$ cat config.mk
export PLATFORM = sky130hd
export DESIGN_NAME = cpc_ctrl
export DESIGN_NICKNAME = d
export VERILOG_FILES = /design/src/cpc_pkg.sv /design/src/cpc_ctrl.sv
export SDC_FILE = /design/constraint.sdc
export NUM_CORES = 1
export LEC_CHECK = 0
export BUFFER_PORTS_ARGS = -buffer_cell sky130_fd_sc_hd__buf_2
export CAP_MARGIN = 20
export CELL_PAD_IN_SITES_DETAIL_PLACEMENT = 1
export CELL_PAD_IN_SITES_GLOBAL_PLACEMENT = 1
export CORE_UTILIZATION = 41
export DETAILED_ROUTE_END_ITERATION = 10
export MAX_ROUTING_LAYER = met4
export PLACE_DENSITY_LB_ADDON = 0.1
export SETUP_SLACK_MARGIN = 0.4
export SLEW_MARGIN = 20
export SYNTH_ARGS = -nofsm -noshare
export SYNTH_HDL_FRONTEND = slang
export SYNTH_SLANG_ARGS = --single-unit
$ cat constraint.sdc
create_clock -name clk -period 2.35 [get_ports clk]
set_clock_uncertainty 0.05 [all_clocks]
set_input_delay 0.1175 -clock clk [delete_from_list [all_inputs] [get_ports clk]]
set_output_delay 0.1175 -clock clk [all_outputs]
set_load 0.02 [all_outputs]
$ cat src/cpc_pkg.sv
`timescale 1ns / 1ps
`default_nettype none
// ----------------------------------------------------------------------------
// cpc_pkg: shared types, widths and helpers for the circle/polygon contact test.
// Holds the controller states, the datapath operation codes, the status
// bundle and the saturating and rounding helpers used by the datapath.
// ----------------------------------------------------------------------------
package cpc_pkg;

    localparam int COORD_W    = 32;
    localparam int TRIG_W     = 16;
    localparam int RADIUS_W   = 31;
    localparam int MUL_W      = 34;
    localparam int PROD_W     = 2 * MUL_W;
    localparam int PROJ_W     = 34;
    localparam int ROOT_W     = 32;
    localparam int RADICAND_W = 63;
    localparam int DIV_NUM_W  = 61;
    localparam int DIV_DEN_W  = 32;
    localparam int QUOT_W     = 31;
    localparam int UNIT_SHIFT = 30;
    localparam int TRIG_SHIFT = 14;
    localparam int IN_DATA_W  = 256;
    localparam int OUT_DATA_W = 128;

    // Request kinds carried on the input side band.
    localparam logic CMD_START  = 1'b0;
    localparam logic CMD_VERTEX = 1'b1;

    typedef logic signed [PROD_W-1:0]  wide_t;
    typedef logic signed [COORD_W-1:0] coord_t;

    // Datapath operations issued by the controller, one per cycle.
    typedef enum logic [5:0] {
        OP_NONE,
        OP_START,
        OP_VERTEX,
        OP_XF0,
        OP_XF1,
        OP_XF2,
        OP_XF3,
        OP_XF4,
        OP_FIRST,
        OP_COMMIT,
        OP_SEG_NEXT,
        OP_SEG_CLOSE,
        OP_SQ0,
        OP_SQ1,
        OP_LEN_GO,
        OP_LEN_SAVE,
        OP_UX_GO,
        OP_UX_SAVE,
        OP_UY_GO,
        OP_UY_SAVE,
        OP_PR0,
        OP_PR1,
        OP_PR2,
        OP_FT0,
        OP_FT1,
        OP_FT2,
        OP_PICK,
        OP_DS0,
        OP_DS1,
        OP_DIST_GO,
        OP_DIST_SAVE,
        OP_NX_GO,
        OP_NX_SAVE,
        OP_NY_GO,
        OP_NY_SAVE,
        OP_EMIT
    } dp_op_t;

    // Controller states.
    typedef enum logic [5:0] {
        S_IDLE,
        S_XF0,
        S_XF1,
        S_XF2,
        S_XF3,
        S_XF4,
        S_FIRST,
        S_COMMIT,
        S_SEG,
        S_SQ0,
        S_SQ1,
        S_LEN_GO,
        S_LEN_WAIT,
        S_LEN_SAVE,
        S_UX_GO,
        S_UX_WAIT,
        S_UX_SAVE,
        S_UY_GO,
        S_UY_WAIT,
        S_UY_SAVE,
        S_PR0,
        S_PR1,
        S_PR2,
        S_FT0,
        S_FT1,
        S_FT2,
        S_PICK,
        S_DS0,
        S_DS1,
        S_DIST_GO,
        S_DIST_WAIT,
        S_DIST_SAVE,
        S_HIT_CHK,
        S_NX_GO,
        S_NX_WAIT,
        S_NX_SAVE,
        S_NY_GO,
        S_NY_WAIT,
        S_NY_SAVE,
        S_EMIT
    } cpc_state_t;

    // Status returned from the datapath to the controller.
    typedef struct packed {
        logic have_prev;
        logic hit;
        logic last;
        logic dist_lt_rad;
        logic sqrt_busy;
        logic div_busy;
        logic out_busy;
    } dp_status_t;

    // Saturate to the full signed 32-bit range.
    function automatic coord_t sat32(input wide_t v);
        coord_t r;
        if (v > wide_t'(64'sd2147483647))
        begin
            r = 32'sh7fffffff;
        end
        else if (v < -wide_t'(64'sd2147483648))
        begin
            r = 32'sh80000000;
        end
        else
        begin
            r = v[COORD_W-1:0];
        end
        return r;
    endfunction

    // Saturate a difference to the symmetric range.
    function automatic coord_t satd(input wide_t v);
        coord_t r;
        if (v > wide_t'(64'sd2147483647))
        begin
            r = 32'sh7fffffff;
        end
        else if (v < -wide_t'(64'sd2147483647))
        begin
            r = 32'sh80000001;
        end
        else
        begin
            r = v[COORD_W-1:0];
        end
        return r;
    endfunction

    // Arithmetic right shift that rounds toward zero.
    function automatic wide_t shr_tz(input wide_t v, input int unsigned k);
        wide_t bias;
        bias = v[PROD_W-1] ? ((wide_t'(1) <<< k) - wide_t'(1)) : '0;
        return (v + bias) >>> k;
    endfunction

endpackage
`default_nettype wire

$ cat src/cpc_ctrl.sv
`timescale 1ns / 1ps
`default_nettype none
// ----------------------------------------------------------------------------
// cpc_ctrl: sequencing state machine.
// Takes start requests in idle and steps each vertex through transform, edge test and result hand-off.
// ----------------------------------------------------------------------------
module cpc_ctrl
    import cpc_pkg::*;
(
    input  logic       clk,
    input  logic       rst_n,
    input  logic       in_valid,
    input  logic       in_kind,
    output logic       in_ready,
    input  dp_status_t status,
    output dp_op_t     op
);

    cpc_state_t state_reg, state_next;
    logic       close_reg, close_next;

    // State register.
    always_ff @(posedge clk or negedge rst_n)
    begin
        if (!rst_n)
        begin
            state_reg <= S_IDLE;
            close_reg <= 1'b0;
        end
        else
        begin
            state_reg <= state_next;
            close_reg <= close_next;
        end
    end

    // Next state and datapath operation.
    always_comb
    begin
        state_next = state_reg;
        close_next = close_reg;
        op         = OP_NONE;
        in_ready   = 1'b0;
        unique case (state_reg)
            S_IDLE:
            begin
                in_ready = 1'b1;
                if (in_valid)
                begin
                    if (in_kind == CMD_VERTEX)
                    begin
                        op         = OP_VERTEX;
                        state_next = S_XF0;
                    end
                    else
                    begin
                        op = OP_START;
                    end
                end
            end
            S_XF0:
            begin
                op         = OP_XF0;
                state_next = S_XF1;
            end
            S_XF1:
            begin
                op         = OP_XF1;
                state_next = S_XF2;
            end
            S_XF2:
            begin
                op         = OP_XF2;
                state_next = S_XF3;
            end
            S_XF3:
            begin
                op         = OP_XF3;
                state_next = S_XF4;
            end
            S_XF4:
            begin
                op = OP_XF4;
                if (!status.have_prev)
                begin
                    state_next = S_FIRST;
                end
                else if (!status.hit)
                begin
                    close_next = 1'b0;
                    state_next = S_SEG;
                end
                else
                begin
                    state_next = S_COMMIT;
                end
            end
            S_FIRST:
            begin
                op         = OP_FIRST;
                state_next = S_COMMIT;
            end
            S_COMMIT:
            begin
                op = OP_COMMIT;
                if (!status.last)
                begin
                    state_next = S_IDLE;
                end
                else if (status.hit)
                begin
                    state_next = S_EMIT;
                end
                else
                begin
                    close_next = 1'b1;
                    state_next = S_SEG;
                end
            end
            S_SEG:
            begin
                op         = close_reg ? OP_SEG_CLOSE : OP_SEG_NEXT;
                state_next = S_SQ0;
            end
            S_SQ0:
            begin
                op         = OP_SQ0;
                state_next = S_SQ1;
            end
            S_SQ1:
            begin
                op         = OP_SQ1;
                state_next = S_LEN_GO;
            end
            S_LEN_GO:
            begin
                op         = OP_LEN_GO;
                state_next = S_LEN_WAIT;
            end
            S_LEN_WAIT:
            begin
                if (!status.sqrt_busy)
                begin
                    state_next = S_LEN_SAVE;
                end
            end
            S_LEN_SAVE:
            begin
                op         = OP_LEN_SAVE;
                state_next = S_UX_GO;
            end
            S_UX_GO:
            begin
                op         = OP_UX_GO;
                state_next = S_UX_WAIT;
            end
            S_UX_WAIT:
            begin
                if (!status.div_busy)
                begin
                    state_next = S_UX_SAVE;
                end
            end
            S_UX_SAVE:
            begin
                op         = OP_UX_SAVE;
                state_next = S_UY_GO;
            end
            S_UY_GO:
            begin
                op         = OP_UY_GO;
                state_next = S_UY_WAIT;
            end
            S_UY_WAIT:
            begin
                if (!status.div_busy)
                begin
                    state_next = S_UY_SAVE;
                end
            end
            S_UY_SAVE:
            begin
                op         = OP_UY_SAVE;
                state_next = S_PR0;
            end
            S_PR0:
            begin
                op         = OP_PR0;
                state_next = S_PR1;
            end
            S_PR1:
            begin
                op         = OP_PR1;
                state_next = S_PR2;
            end
            S_PR2:
            begin
                op         = OP_PR2;
                state_next = S_FT0;
            end
            S_FT0:
            begin
                op         = OP_FT0;
                state_next = S_FT1;
            end
            S_FT1:
            begin
                op         = OP_FT1;
                state_next = S_FT2;
            end
            S_FT2:
            begin
                op         = OP_FT2;
                state_next = S_PICK;
            end
            S_PICK:
            begin
                op         = OP_PICK;
                state_next = S_DS0;
            end
            S_DS0:
            begin
                op         = OP_DS0;
                state_next = S_DS1;
            end
            S_DS1:
            begin
                op         = OP_DS1;
                state_next = S_DIST_GO;
            end
            S_DIST_GO:
            begin
                op         = OP_DIST_GO;
                state_next = S_DIST_WAIT;
            end
            S_DIST_WAIT:
            begin
                if (!status.sqrt_busy)
                begin
                    state_next = S_DIST_SAVE;
                end
            end
            S_DIST_SAVE:
            begin
                op         = OP_DIST_SAVE;
                state_next = S_HIT_CHK;
            end
            S_HIT_CHK:
            begin
                if (status.dist_lt_rad)
                begin
                    state_next = S_NX_GO;
                end
                else
                begin
                    state_next = close_reg ? S_EMIT : S_COMMIT;
                end
            end
            S_NX_GO:
            begin
                op         = OP_NX_GO;
                state_next = S_NX_WAIT;
            end
            S_NX_WAIT:
            begin
                if (!status.div_busy)
                begin
                    state_next = S_NX_SAVE;
                end
            end
            S_NX_SAVE:
            begin
                op         = OP_NX_SAVE;
                state_next = S_NY_GO;
            end
            S_NY_GO:
            begin
                op         = OP_NY_GO;
                state_next = S_NY_WAIT;
            end
            S_NY_WAIT:
            begin
                if (!status.div_busy)
                begin
                    state_next = S_NY_SAVE;
                end
            end
            S_NY_SAVE:
            begin
                op         = OP_NY_SAVE;
                state_next = close_reg ? S_EMIT : S_COMMIT;
            end
            S_EMIT:
            begin
                if (!status.out_busy)
                begin
                    op         = OP_EMIT;
                    state_next = S_IDLE;
                end
            end
            default:
            begin
                state_next = S_IDLE;
            end
        endcase
    end

endmodule
`default_nettype wire
==> impl_metrics.json <==
{
  "outcome": "complete, no violations",
  "fin_crit_sh_pct": 92.1,
  "rows": 18,
  "hold-worst-slack_ps": 203,
  "ys_seq_elements": 7,
  "grt.overflow.total": 0,
  "synth_fp_nets": 172,
  "cts_root_buf": "clkbuf_4",
  "worst_ep_required_time_ps": 2180,
  "drtPass1Iterations": 5,
  "die-area_um2": 3060,
  "ios": 18,
  "core_area_um2": 2570,
  "hp-class": "primary input to asynchronous set/reset pin",
  "clockBufferDepth": 2,
  "synth.most_common_cell": "nand2_1",
  "power.leakage_nw": 0.669,
  "cts.reportedPaths.clkPinSlew_ps": 70,
  "max_freq_ghz": 0.462,
  "p_comb_share_pct": 84.8,
  "p_seq_share_pct": 11.0,
  "layout-drive-gt1-share_pct": 47.0,
  "die_h_um": 55.3,
  "irDropWorstVdd_mv": 1.26,
  "synth_ff_type": "dfrtp_1",
  "syn_to_final_growth_pct": 44.0,
  "cts_buffers": 3,
  "internal_power_mw": 1.33,
  "start_util_pct": 45.3,
  "min_period_ps": 2160,
  "rsz0062_at_grt": "true",
  "cp-start-kind": "flop",
  "maxSlewViolCount": 0,
  "syn_inst": 161,
  "gp_congestion": 0.894,
  "grt_pass1_vias": 1606,
  "path_class": "flop to output port",
  "p_sw_share_pct": 54.3,
  "yosysTopAreaCell": "dfrtp_1",
  "io_buffers": 17,
  "drt_wl_total_um": 6220,
  "setup_viol": 0,
  "final.setup.worst_slack_ps": 186,
  "cts.sinks": 7,
  "synth_cell_types": 58,
  "clock_latency_ps": 270,
  "path_max_fanout": 6,
  "largest_register_ffs": 6,
  "synthArstFlopShare_pct": 100,
  "seq_area_frac_synth_pct": 15.1,
  "synth.area.top_cells": "dfrtp_1, nand2_1, a21oi_1",
  "grt_pass1_wl_um": 8200,
  "drt-wirelength-per-cell_um": 27.3,
  "htree_levels": 1,
  "tightest_slew_ps": 531,
  "clockPowerShare_pct": 4.2,
  "route.detailed.drc": 0,
  "final_core_util_pct": 65.3,
  "dpl.hpwl_um": 2960,
  "drtIter0Drc": 122,
  "nNetsFinal": 210,
  "end_kind": "output port",
  "slew_headroom_pct": 64.1,
  "cp.arrival_ps": 2000,
  "via_per_inst": 7.14,
  "grt_start_max_net_pins": 16,
  "power_density_nw_per_um2": 1730,
  "grt_use_total_pct": 34.8,
  "finalHoldViolations": 0,
  "synth_edf_count": 0,
  "setup_tns_ps": 0,
  "p_sw_mw": 1.58,
  "antenna_left": 0,
  "die_x_um": 55.3,
  "diodes": 0,
  "synthTopCellsByCount": "nand2_1, a21oi_1, nor2_1, buf_2, o21ai_0",
  "ys_warn_count": 0,
  "cap_violations": 0,
  "cts_tree": "done",
  "antenna_found_initial": 0,
  "yosysTopAreaCellShare_pct": 15.1,
  "vias": 1627,
  "synth.avg_cell_area_um2": 7.23,
  "netlist_area_um2": 1160,
  "pre_cts_ws_ps": 192
}
cells by family (layout without fill, tap and decap cells):
logic type	count (synthesis)	count (layout)	share of synthesized area, %
buffers and inverters	25	62	10.5
XOR/XNOR	3	3	2.26
multiplexers	5	5	5.59
AO/OA/AOI/OAI	51	51	30.8
AND/OR/NAND/NOR	70	70	35.8
flip-flops	7	7	15.1
power by group through the flow:
stage | logic, mW | clock network (mW) | registers [mW]
6_report | 2.46 | 0.123 | 0.319
3_3_place_gp | 1.59 | 0 | 0.322
4_1_cts | 2.01 | 0.115 | 0.302
5_1_grt | 2.55 | 0.125 | 0.321
3_5_place_dp | 1.64 | 0 | 0.334
2_1_floorplan | 1.31 | 0 | 0.222
metrics by stage:
step | cell area [um^2] | std cells | total power, mW
finish | 1680 | 228 | 2.91
global placement | 1280 | 202 | 1.91
global route | 1680 | 228 | 3.00
detailed placement | 1280 | 202 | 1.97
CTS | 1540 | 223 | 2.42
floorplan | 1170 | 161 | 1.53
what timing repair did:
item | CTS | global route
resized for setup | 26 | 26
pin swaps | 13 | 7
setup endpoints to repair | 10 | 11
hold buffers | 1 | 0
buffers inserted | 16 | 5
hold endpoints to repair | 7 | 0
metal layers:
layer  share of wire [%]  GRT usage [%]
met2                  48           59.7
met5                   0              -
met4                 6.7           13.9
met3                 7.9           4.22
met1                  37           41.1
critical path: stages (launching register included):
cell	delay, ps
dfrtp_2	470
buf_4	180
and4bb_2	350
nand2_2	90
o32ai_4	170
a31oi_1	120
o311ai_1	120
buf_2	230
layout make-up:
cell class,count,area (um^2)
multi-input combinational,129,1000
fill,314,892
timing repair buffer,51,397
sequential,7,183
tap,30,37.5
inverter,7,31.3
clock buffer,4,26.3
cell usage in the layout, fill, tap and decap left out, drive strengths merged, types with 3 or more instances in the layout:
cell and instances:
nand3b 3, xnor2 3, clkbuf 4, nor3 4, mux2 3, nor2 9
or3b 3, nand2b 5, a21oi 11, o21ai 9, a31oi 5, nand2 15
nand3 7, inv 7, and2 3, dfrtp 7, buf 50, nor4 6
path summary, 6_finish.rpt:
path                                    from  slack [ps]            to  cells past startpoint
worst max-delay path            state_reg[4]         190         op[0]                      7
worst min register to register     close_reg         580     close_reg                      1
min in group clk                   status[1]         280  state_reg[4]                      4
max in group asynchronous              rst_n        1850  state_reg[0]                      2
worst min-delay path                   rst_n         200  state_reg[2]                      2
worst max register to register  state_reg[4]         240  state_reg[1]                      7
(Power assumes the default switching activity.)
